File: src/sv/hcb_pkg.sv
`timescale 1ns / 1ps
// ----------------------------------------------------------------------------
// hcb_pkg
// Shared constants and types of the Huffman code builder.
// ----------------------------------------------------------------------------
package hcb_pkg;

	localparam int MAX_SYMBOLS_DEF = 64;
	localparam int WEIGHT_BITS_DEF = 16;

	// result status codes
	localparam logic [1:0] ST_OK      = 2'd0;
	localparam logic [1:0] ST_FULL    = 2'd1;
	localparam logic [1:0] ST_INVALID = 2'd2;

	localparam logic MODE_LOAD  = 1'b0;
	localparam logic MODE_QUERY = 1'b1;

	// control from the sequencer to the minimum scan unit
	typedef struct packed {
		logic clear;
		logic en;
	} scan_ctrl_t;

endpackage

File: src/sv/hcb_min_scan.sv
`timescale 1ns / 1ps
// ----------------------------------------------------------------------------
// hcb_min_scan
// Shared compare unit: tracks the lowest and second-lowest tree over a scan.
// ----------------------------------------------------------------------------
module hcb_min_scan #(
	parameter int NW = 22,
	parameter int SB = 6,
	parameter int NB = 7
) (
	input  logic               clk,
	input  logic               arst_n,
	input  hcb_pkg::scan_ctrl_t ctrl,
	input  logic [NW-1:0]      w,
	input  logic [SB-1:0]      slot,
	input  logic [NB-1:0]      node,
	output logic [NW-1:0]      lo_w,
	output logic [SB-1:0]      lo_slot,
	output logic [NB-1:0]      lo_node,
	output logic [NW-1:0]      sec_w,
	output logic [SB-1:0]      sec_slot,
	output logic [NB-1:0]      sec_node
);

	logic lo_v_q, sec_v_q;
	logic [NW-1:0] lo_w_q, sec_w_q;
	logic [SB-1:0] lo_slot_q, sec_slot_q;
	logic [NB-1:0] lo_node_q, sec_node_q;

	// valid flags: strict-less keeps the earlier tree on ties
	always_ff @(posedge clk or negedge arst_n) begin
		if (!arst_n) begin
			lo_v_q  <= 1'b0;
			sec_v_q <= 1'b0;
		end else if (ctrl.clear) begin
			lo_v_q  <= 1'b0;
			sec_v_q <= 1'b0;
		end else if (ctrl.en) begin
			if (!sec_v_q || w < sec_w_q) begin
				if (!lo_v_q || w < lo_w_q) begin
					if (lo_v_q) sec_v_q <= 1'b1;
					lo_v_q <= 1'b1;
				end else begin
					sec_v_q <= 1'b1;
				end
			end
		end
	end

	// candidate payload
	always_ff @(posedge clk) begin
		if (ctrl.en && !ctrl.clear) begin
			if (!sec_v_q || w < sec_w_q) begin
				if (!lo_v_q || w < lo_w_q) begin
					if (lo_v_q) begin
						sec_w_q    <= lo_w_q;
						sec_slot_q <= lo_slot_q;
						sec_node_q <= lo_node_q;
					end
					lo_w_q    <= w;
					lo_slot_q <= slot;
					lo_node_q <= node;
				end else begin
					sec_w_q    <= w;
					sec_slot_q <= slot;
					sec_node_q <= node;
				end
			end
		end
	end

	assign lo_w     = lo_w_q;
	assign lo_slot  = lo_slot_q;
	assign lo_node  = lo_node_q;
	assign sec_w    = sec_w_q;
	assign sec_slot = sec_slot_q;
	assign sec_node = sec_node_q;

`ifndef ASSERT_OFF
	a_sec_needs_lo: assert property (@(posedge clk) disable iff (!arst_n)
		sec_v_q |-> lo_v_q) else $error("second without lowest");
	a_order: assert property (@(posedge clk) disable iff (!arst_n)
		(lo_v_q && sec_v_q) |-> (lo_w_q <= sec_w_q)) else $error("lowest above second");
	a_clear: assert property (@(posedge clk) disable iff (!arst_n)
		ctrl.clear |=> (!lo_v_q && !sec_v_q)) else $error("clear failed");
`endif

endmodule

File: src/sv/huffman_code_builder_unit.sv
`timescale 1ns / 1ps
// ----------------------------------------------------------------------------
// huffman_code_builder_unit
// Loads symbol weights, builds a Huffman tree and answers code queries.
// ----------------------------------------------------------------------------
// One word at a time. A load goes to RESP, which registers its result. A load
// marked last then builds the tree: each merge scans the n active trees
// through one compare unit, writes two parent links and closes the gap in the
// active list by moving each slot behind the removed tree down by one place.
// A query walks from the leaf to the root, one parent link per code bit.
// The input side is ready only while idle; results sit in an output register,
// and a finished result waits until that register is free.
module huffman_code_builder_unit #(
	parameter int MAX_SYMBOLS = hcb_pkg::MAX_SYMBOLS_DEF,
	parameter int WEIGHT_BITS = hcb_pkg::WEIGHT_BITS_DEF
) (
	input  logic        clk,
	input  logic        arst_n,
	input  logic        s_tvalid,
	output logic        s_tready,
	input  logic [23:0] s_tdata,  // symbol_index[5:0], weight[21:6], zero pad
	input  logic [0:0]  s_tuser,  // mode
	input  logic        s_tlast,  // last
	output logic        m_tvalid,
	input  logic        m_tready,
	output logic [79:0] m_tdata   // status, code_length, code_bits, loaded_count
);

	localparam int SB = (MAX_SYMBOLS > 1) ? $clog2(MAX_SYMBOLS) : 1;
	localparam int CB = $clog2(MAX_SYMBOLS + 1);
	localparam int ND = 2 * MAX_SYMBOLS - 1;
	localparam int NB = $clog2(ND + 1);
	localparam int NW = WEIGHT_BITS + SB;

	typedef enum logic [3:0] {
		IDLE, SCAN, MERGE_L, MERGE_R, SHIFT_RD, SHIFT_WR, Q_RD, Q_WAIT, RESP
	} state_t;

	state_t state_q;
	logic [CB-1:0] total_q, active_q, scan_i_q, k_q;
	logic [NB-1:0] nfree_q, node_q, root_q;
	logic          tree_q, pend_s1;
	logic [SB-1:0] pend_slot_s1;
	logic [1:0]    status_q;
	logic [5:0]    len_q;
	logic [63:0]   bits_q;
	logic [6:0]    count_q;
	logic [1:0]    out_status_q;
	logic [5:0]    out_len_q;
	logic [63:0]   out_bits_q;

	// active list memories and node link memories
	logic [NW-1:0] aw_mem [MAX_SYMBOLS];
	logic [NB-1:0] an_mem [MAX_SYMBOLS];
	logic [NB-1:0] par_mem [ND];
	logic          isr_mem [ND];
	logic [NW-1:0] aw_rd_q;
	logic [NB-1:0] an_rd_q, par_rd_q;
	logic          isr_rd_q;

	logic [15:0]   w_in;
	logic [NW-1:0] w_ld, lo_w, sec_w, sum_w;
	logic [SB-1:0] lo_slot, sec_slot;
	logic [NB-1:0] lo_node, sec_node;
	logic [5:0]    sym_in;
	logic          accept, is_load;
	logic [CB-1:0] tot_eff, tot_new;
	logic          a_we;
	logic [SB-1:0] a_waddr, a_raddr;
	logic [NW-1:0] a_wd_w;
	logic [NB-1:0] a_wd_n;
	logic          p_we, p_wd_r;
	logic [NB-1:0] p_waddr;
	hcb_pkg::scan_ctrl_t sc;

	assign w_in    = s_tdata[21:6];
	assign sym_in  = s_tdata[5:0];
	assign accept  = s_tvalid && s_tready;
	assign is_load = (s_tuser[0] == hcb_pkg::MODE_LOAD);
	assign s_tready = (state_q == IDLE);
	assign sum_w   = lo_w + sec_w;
	assign tot_eff = tree_q ? '0 : total_q;
	assign tot_new = (tot_eff < CB'(MAX_SYMBOLS)) ? tot_eff + 1'b1 : tot_eff;

	generate
		if (WEIGHT_BITS >= 16) begin : g_wide
			assign w_ld = NW'(w_in);
		end else begin : g_narrow
			assign w_ld = NW'(w_in[WEIGHT_BITS-1:0]);
		end
	endgenerate

	// active list write port
	always_comb begin
		a_we    = 1'b0;
		a_waddr = k_q[SB-1:0];
		a_wd_w  = aw_rd_q;
		a_wd_n  = an_rd_q;
		unique case (state_q)
			IDLE: begin
				a_we    = accept && is_load && (tot_eff < CB'(MAX_SYMBOLS));
				a_waddr = tot_eff[SB-1:0];
				a_wd_w  = w_ld;
				a_wd_n  = NB'(tot_eff);
			end
			MERGE_L: begin
				a_we    = 1'b1;
				a_waddr = lo_slot;
				a_wd_w  = sum_w;
				a_wd_n  = nfree_q;
			end
			SHIFT_WR: a_we = 1'b1;
			default: a_we = 1'b0;
		endcase
	end

	assign a_raddr = (state_q == SCAN) ? scan_i_q[SB-1:0] : SB'(k_q + 1'b1);

	always_ff @(posedge clk) begin
		if (a_we) begin
			aw_mem[a_waddr] <= a_wd_w;
			an_mem[a_waddr] <= a_wd_n;
		end
		aw_rd_q <= aw_mem[a_raddr];
		an_rd_q <= an_mem[a_raddr];
	end

	// parent link port
	assign p_we    = (state_q == MERGE_L) || (state_q == MERGE_R);
	assign p_waddr = (state_q == MERGE_L) ? lo_node : sec_node;
	assign p_wd_r  = (state_q == MERGE_R);

	always_ff @(posedge clk) begin
		if (p_we) begin
			par_mem[p_waddr] <= nfree_q;
			isr_mem[p_waddr] <= p_wd_r;
		end
		par_rd_q <= par_mem[node_q];
		isr_rd_q <= isr_mem[node_q];
	end

	// compare unit control
	assign sc.clear = (state_q == IDLE) || (state_q == SHIFT_RD);
	assign sc.en    = (state_q == SCAN) && pend_s1;

	hcb_min_scan #(.NW(NW), .SB(SB), .NB(NB)) u_scan (
		.clk      (clk),
		.arst_n   (arst_n),
		.ctrl     (sc),
		.w        (aw_rd_q),
		.slot     (pend_slot_s1),
		.node     (an_rd_q),
		.lo_w     (lo_w),
		.lo_slot  (lo_slot),
		.lo_node  (lo_node),
		.sec_w    (sec_w),
		.sec_slot (sec_slot),
		.sec_node (sec_node)
	);

	// sequencer
	always_ff @(posedge clk or negedge arst_n) begin
		if (!arst_n) begin
			state_q      <= IDLE;
			total_q      <= '0;
			active_q     <= '0;
			scan_i_q     <= '0;
			k_q          <= '0;
			nfree_q      <= '0;
			node_q       <= '0;
			root_q       <= '0;
			tree_q       <= 1'b0;
			pend_s1      <= 1'b0;
			pend_slot_s1 <= '0;
			status_q     <= hcb_pkg::ST_OK;
			len_q        <= '0;
			bits_q       <= '0;
			count_q      <= '0;
			out_status_q <= hcb_pkg::ST_OK;
			out_len_q    <= '0;
			out_bits_q   <= '0;
			m_tvalid     <= 1'b0;
		end else begin
			if (m_tvalid && m_tready) m_tvalid <= 1'b0;
			unique case (state_q)
				IDLE: begin
					if (accept) begin
						status_q <= hcb_pkg::ST_OK;
						len_q    <= '0;
						bits_q   <= '0;
						if (is_load) begin
							if (tot_eff == CB'(MAX_SYMBOLS)) status_q <= hcb_pkg::ST_FULL;
							total_q <= tot_new;
							tree_q  <= 1'b0;
							nfree_q <= NB'(tot_eff);
							if (s_tlast) begin
								active_q <= tot_new;
								nfree_q  <= NB'(tot_new);
								scan_i_q <= '0;
								pend_s1  <= 1'b0;
								if (tot_new > CB'(1)) begin
									state_q <= SCAN;
								end else begin
									tree_q  <= 1'b1;
									state_q <= RESP;
								end
							end else begin
								state_q <= RESP;
							end
						end else if (!tree_q || {1'b0, sym_in} >= 7'(total_q)) begin
							status_q <= hcb_pkg::ST_INVALID;
							state_q  <= RESP;
						end else begin
							node_q  <= NB'(sym_in);
							root_q  <= (total_q == CB'(1)) ? '0 : nfree_q - 1'b1;
							state_q <= Q_RD;
						end
					end
				end
				SCAN: begin
					if (scan_i_q < active_q) begin
						pend_s1      <= 1'b1;
						pend_slot_s1 <= scan_i_q[SB-1:0];
						scan_i_q     <= scan_i_q + 1'b1;
					end else begin
						pend_s1 <= 1'b0;
						if (!pend_s1) state_q <= MERGE_L;
					end
				end
				MERGE_L: state_q <= MERGE_R;
				MERGE_R: begin
					k_q     <= CB'(sec_slot);
					state_q <= SHIFT_RD;
				end
				SHIFT_RD: begin
					if (k_q + 1'b1 < active_q) begin
						state_q <= SHIFT_WR;
					end else begin
						active_q <= active_q - 1'b1;
						nfree_q  <= nfree_q + 1'b1;
						scan_i_q <= '0;
						if (active_q - 1'b1 > CB'(1)) begin
							state_q <= SCAN;
						end else begin
							tree_q  <= 1'b1;
							state_q <= RESP;
						end
					end
				end
				SHIFT_WR: begin
					k_q     <= k_q + 1'b1;
					state_q <= SHIFT_RD;
				end
				Q_RD: begin
					if (node_q != root_q && len_q < 6'd63) state_q <= Q_WAIT;
					else state_q <= RESP;
				end
				Q_WAIT: begin
					bits_q[len_q] <= isr_rd_q;
					len_q         <= len_q + 1'b1;
					node_q        <= par_rd_q;
					state_q       <= Q_RD;
				end
				// hold the result until the output register is free
				RESP: begin
					if (!m_tvalid || m_tready) begin
						m_tvalid     <= 1'b1;
						count_q      <= 7'(total_q);
						out_status_q <= status_q;
						out_len_q    <= len_q;
						out_bits_q   <= bits_q;
						state_q      <= IDLE;
					end
				end
				default: state_q <= IDLE;
			endcase
		end
	end

	assign m_tdata = {1'b0, count_q, out_bits_q, out_len_q, out_status_q};

`ifndef ASSERT_OFF
	a_busy: assert property (@(posedge clk) disable iff (!arst_n)
		accept |=> !s_tready) else $error("ready while busy");
	a_active: assert property (@(posedge clk) disable iff (!arst_n)
		(state_q == SCAN) |-> (active_q <= total_q && active_q > CB'(1)))
		else $error("active count out of range");
	a_total: assert property (@(posedge clk) disable iff (!arst_n)
		total_q <= CB'(MAX_SYMBOLS)) else $error("symbol count overflow");
`endif

endmodule
File: config.mk
export PLATFORM = sky130hd
export DESIGN_NAME = huffman_code_builder_unit
export DESIGN_NICKNAME = d
export VERILOG_FILES = /design/src/sv/hcb_pkg.sv /design/src/sv/hcb_min_scan.sv /design/src/sv/huffman_code_builder_unit.sv
export SDC_FILE = /design/constraint.sdc
export NUM_CORES = 2
export LEC_CHECK = 0
export ABC_CLOCK_PERIOD_IN_PS = 5400
export BUFFER_PORTS_ARGS = -buffer_cell sky130_fd_sc_hd__buf_2
export CAP_MARGIN = 25
export CELL_PAD_IN_SITES_DETAIL_PLACEMENT = 2
export CELL_PAD_IN_SITES_GLOBAL_PLACEMENT = 2
export CORE_UTILIZATION = 42
export DETAILED_ROUTE_END_ITERATION = 8
export PLACE_DENSITY = 0.79
export SKIP_CTS_REPAIR_TIMING = 1
export SYNTH_ARGS = -nofsm -noshare
export SYNTH_HDL_FRONTEND = slang
export SYNTH_SLANG_ARGS = --single-unit
File: constraint.sdc
create_clock -name clk -period 5.4 [get_ports clk]
set_clock_uncertainty 0.1 [all_clocks]
set_input_delay 0.81 -clock clk [delete_from_list [all_inputs] [get_ports clk]]
set_output_delay 0.81 -clock clk [all_outputs]
set_load 0.02 [all_outputs]
==> results.txt, run 1 <==
----------------------------------------------------
[Synthesis]
  Post-synth EDFFs ... 2942
  Synthesized netlist cell count ... 8674
  Post-synthesis net count ... 8794
  Syn_area_per_cell ... 14.8 um2
  Count of different cell masters after synthesis ... 76
  Top cell type by total area after synthesis ... sky130_fd_sc_hd__edfxtp_1
  Post-synthesis async set-or-reset flop share ... 6.73%
  Leading post-synthesis cells by cell area ... sky130_fd_sc_hd__edfxtp_1 69%, sky130_fd_sc_hd__mux4_2 5.6%, sky130_fd_sc_hd__nand2_1 5.6%
  Most common cell in the synthesized netlist ... sky130_fd_sc_hd__edfxtp_1
  Proportion of netlist area held by the largest area contributor ... 69.0%
  Seq/Total Area, Yosys ... 73.8%
  Most numerous cell types in the synthesized netlist ... 2942 x sky130_fd_sc_hd__edfxtp_1, 1906 x sky130_fd_sc_hd__nand2_1, 1137 x sky130_fd_sc_hd__nand3_1, 328 x sky130_fd_sc_hd__clkbuf_1, 318 x sky130_fd_sc_hd__mux4_2
  Number of warnings issued by yosys ... 0
  Dominant register cell in the synthesized netlist ... sky130_fd_sc_hd__edfxtp_1
  Post-synth design cell area ... 128000 um2
  Number of synthesized register bits ... 3194

[Floorplan]
  Die height ... 554 um
  Standard-cell row count ... 202
  Initial Util ... 42.3%
  Die width ... 554 um
  I/O Pins ... 112

[Run status]
  First logged error message ... [ERROR DPL-0033] detailed placement checks failed during check placement.
  Status ... did not finish
  Halt point of the flow ... detailed placement

[Placement]
  Number of port buffers ... 108
  Detailed-placement wirelength estimate ... 289 mm
  Final GP Congestion ... 0.803

----------------------------------------------------
[through the flow]
step	std cells	area (um2)	setup WS, ps	hold WS, ps
global placement	12500	135000	822	347
floorplan	8674	128000	83.4	325
[cells by family after synthesis]
| kind of cell | Yosys count | share of synthesized area [%] |
|---|---|---|
| AND/OR/NAND/NOR | 3581 | 12.2 |
| adder cells (fa/ha/maj) | 90 | 0.885 |
| buffers and inverters | 603 | 1.94 |
| flip-flops | 3194 | 73.8 |
| other | 1 | 0.00293 |
| XOR/XNOR | 48 | 0.328 |
| AO/OA/AOI/OAI | 594 | 3.20 |
| multiplexers | 563 | 7.63 |
==> run 2: changes to the inputs <==
ABC_CLOCK_PERIOD_IN_PS = 7000   (was 5400)
CELL_PAD_IN_SITES_DETAIL_PLACEMENT = default   (was 2)
CELL_PAD_IN_SITES_GLOBAL_PLACEMENT = default   (was 2)
CORE_UTILIZATION = 40   (was 42)
PLACE_DENSITY = default   (was 0.79)
PLACE_DENSITY_LB_ADDON = 0.15   (was default)
clock period = 7 ns   (was 5.4 ns; I/O delays follow)
==> run 2 against run 1 <==
  * The run now ends clean
  * Synthesized area stayed put
  * Synthesized cell count unchanged
==> results.txt, run 2 <==
----------------------------------------------------
[Routing]
  Number of nets with antenna violations after detailed routing ... 0
  Via count ... 74600
  Via count normalized by instance count ... 5.62
  Initial DRC Count ... 7700
  Pre-antenna DRT Iters ... 8
  Number of design rule violations left after detail routing ... 0
  Average detailed-routed wire length per instance ... 26.6 um
  Wire length after detailed routing ... 354 mm

[GRT]
  Largest net degree at the start of global routing ... 174
  Vias in the first global route ... 72000
  Antenna violations before repair ... 19
  Wire length of the first global-routing pass ... 510 mm
  Overflow after GRT ... 0
  Total track usage ... 21.6%

[Worst setup path]
  Worst Setup Start Kind ... register
  Crit path top cell by count ... sky130_fd_sc_hd__buf_4
  Cell type group with the largest total delay on the critical path ... simple AND/OR/NAND/NOR gates
  Reg-to-reg startpoint ... state_q[1]
  CP max FO ... 33
  Endpoint of the worst setup timing path ... aw_mem[49][0]
  Slowest cell delay on critical path ... 1110 ps
  Origin of the worst setup path ... state_q[1]
  Required time at the endpoint of the critical path ... 7480 ps
  Critical-path cell list ... buf_4, nor2_1, nand2_1, clkinv_1, buf_4, a22oi_1, a21oi_1, nand3_1, nor2_4, buf_4
  Type of the worst setup path ... register to register
  Total stage count of the critical path ... 10
  Number of cells on the worst reg-to-reg path ... 10
  Endpoint of the lowest-slack register-to-register path ... aw_mem[49][0]
  Cell with the largest stage delay on the worst path ... sky130_fd_sc_hd__nor2_4
  Arrival time of the worst setup path ... 5790 ps
  Register-to-register path setup slack ... 1690 ps
  Buffers and inverters on the worst path ... 4
  CP Capture Type ... register

[STA]
  Slew at the pin with the worst max-slew slack ... 1100 ps
  Slew headroom ... 25.2%
  Endpoints failing hold ... 0
  Shortest clock period the worst path allows after layout ... 5310 ps
  Final setup violation count ... 0
  Crit share post-route ... 75.8%
  RSZ-0062 raised after global routing ... no
  Highest achievable clock rate ... 188 MHz
  TNS Setup ... 0 ps
  Max-slew violation count ... 0
  Final worst hold slack ... 28.2 ps

[Floorplan]
  Standard-cell row count ... 207 (+2.5%)
  Area inside the core boundary ... 318000 um2
  Initial Util ... 40.2% (-2.0 points)
  Die height ... 568 um (+2.5%)
  I/O Pins ... 112 (unchanged)
  Die width ... 568 um (+2.5%)
  Die area ... 322000 um2

[Clock network]
  CTS Root Cell ... sky130_fd_sc_hd__clkbuf_16
  TritonCTS buffer count ... 338
  Buffer depth of the longest clock path ... 4
  H-tree depth reported by CTS ... 5
  CTS clock-pin slew for the worst setup and hold paths ... 60 ps
  Number of sinks handled by clock tree synthesis ... 3194
  Clock tree from TritonCTS ... yes
  Clock latency on the worst-skew pair ... 950 ps

[Synthesis]
  Post-synthesis net count ... 8794 (unchanged)
  Number of warnings issued by yosys ... 0 (unchanged)
  Most numerous cell types in the synthesized netlist ... 2942 x sky130_fd_sc_hd__edfxtp_1, 1906 x sky130_fd_sc_hd__nand2_1, 1137 x sky130_fd_sc_hd__nand3_1, 328 x sky130_fd_sc_hd__clkbuf_1, 318 x sky130_fd_sc_hd__mux4_2
  Synthesized netlist cell count ... 8674 (unchanged)
  Proportion of netlist area held by the largest area contributor ... 69.0% (unchanged)
  Seq/Total Area, Yosys ... 73.8% (unchanged)
  Syn_area_per_cell ... 14.8 um2 (unchanged)
  Most common cell in the synthesized netlist ... sky130_fd_sc_hd__edfxtp_1
  Post-synth design cell area ... 128000 um2 (unchanged)
  Post-synth EDFFs ... 2942 (unchanged)
  Number of synthesized register bits ... 3194 (unchanged)
  Count of different cell masters after synthesis ... 76 (unchanged)
  Leading post-synthesis cells by cell area ... sky130_fd_sc_hd__edfxtp_1 69%, sky130_fd_sc_hd__mux4_2 5.6%, sky130_fd_sc_hd__nand2_1 5.6%
  Dominant register cell in the synthesized netlist ... sky130_fd_sc_hd__edfxtp_1
  Top cell type by total area after synthesis ... sky130_fd_sc_hd__edfxtp_1
  Post-synthesis async set-or-reset flop share ... 6.73% (unchanged)

[Power and ir drop]
  Maximum VDD drop ... 0.000549 V
  LEAKAGE ... 49.3 nW
  Total power divided by cell area ... 507 nW/um2

[Placement]
  Detailed-placement wirelength estimate ... 204 mm (-29%)
  Final GP Congestion ... 0.828 (+3.2%)
  Number of port buffers ... 108 (unchanged)

[Cells and area]
  Leading cell type in the layout, fill and taps excluded ... sky130_fd_sc_hd__edfxtp_1
  Commonest cells after routing, fill and taps aside ... 2942 x sky130_fd_sc_hd__edfxtp_1, 1898 x sky130_fd_sc_hd__nand2_1, 1134 x sky130_fd_sc_hd__nand3_1, 344 x sky130_fd_sc_hd__clkbuf_16, 318 x sky130_fd_sc_hd__mux4_2
  Layout net count ... 8940
  Share of layout cells above drive strength 1 ... 15.3%
  Relative area change from synthesis to final layout ... 14.1%
  Max reg flops ... 1408
  Most flop-heavy register ... aw_mem
  Registers with the most flip-flops ... aw_mem: 1408 flops, par_mem: 889 flops, an_mem: 448 flops

[Run status]
  Status ... finished, final reports clean

[Min path]
  Min-Delay Path Class ... input port to asynchronous set/reset pin

[Run]
  MaxCap Viol Count ... 0

----------------------------------------------------
-- run 2: power breakdown --
group	switching, mW	leakage, nW	internal [mW]
sequential	0.917	29.7	25.1
clock	7.46	5.29	10.1
combinational	22.4	14.2	8.03
-- run 2: kinds of logic (layout without fill, tap and decap cells) --
group	after synthesis	count (layout)	share of synthesized area (%)
AOI/OAI and AO/OA	594	594	3.20
xor gates and xnor gates	48	48	0.328
adders and majority gates	90	90	0.885
buffers and inverters	603	1017	1.94
DFF	3194	3194	73.8
muxes	563	563	7.63
other	1	12	0.00293
and+or+nand+nor	3581	3581	12.2
-- run 2: layout make-up --
type	instances	area, um2
fillers	27600	172000
flip-flops and latches	3194	94500
multi-input cells	4877	32100
clock buffers	421	8990
well taps	4180	5230
repair buffers	333	3250
clock inverters	187	1790
inverters	76	288
diodes	11	27.5
-- run 2: how the worst min path moves through the flow --
stage          slack, ps  cells after the start             from                end
3_3_place_gp         350                      0  pend_slot_s1[3]  u_scan.lo_slot[3]
4_1_cts               -2                      1           arst_n         bits_q[22]
2_1_floorplan        320                      0       an_rd_q[3]  u_scan.lo_node[3]
3_5_place_dp         350                      0  pend_slot_s1[3]  u_scan.lo_slot[3]
5_1_grt               30                      1           arst_n         bits_q[22]
6_report              30                      1           arst_n         bits_q[22]
-- run 2: per-layer routing --
layer  global-route usage (%)  vias up  part of all wire, %  wire length (um)
met5                        0        -                    0                 0
met1                     30.6    38300                   43            153000
met3                     4.30      550                  7.6             26800
li1                         -    33100                    -                 -
met4                     6.53        0                  2.9             10400
met2                     33.5     2633                   46            163000
-- run 2: worst reg2reg max path, delay by kind of cell (launching register included) --
kind	cells	cell delay, ps
AND/OR/NAND/NOR	4	2510
buffers and inverters	4	1030
AO/OA/AOI/OAI	2	1030
flip-flops	1	350
-- run 2: metrics by stage --
step           setup slack, ps  area, um2  util, %  instances  total power, mW
4_1_cts                   1810     146000     45.8      13300             74.5
2_1_floorplan             1300     128000        -       8674             44.0
6_report                  1690     146000     45.9      13300             74.1
5_1_grt                   1480     146000     45.9      13300             77.4
3_5_place_dp              1830     135000     42.4      12600             56.9
3_3_place_gp              1760     134000     42.1      12600             56.4
No activity file was read; power rests on OpenSTA's default activity.
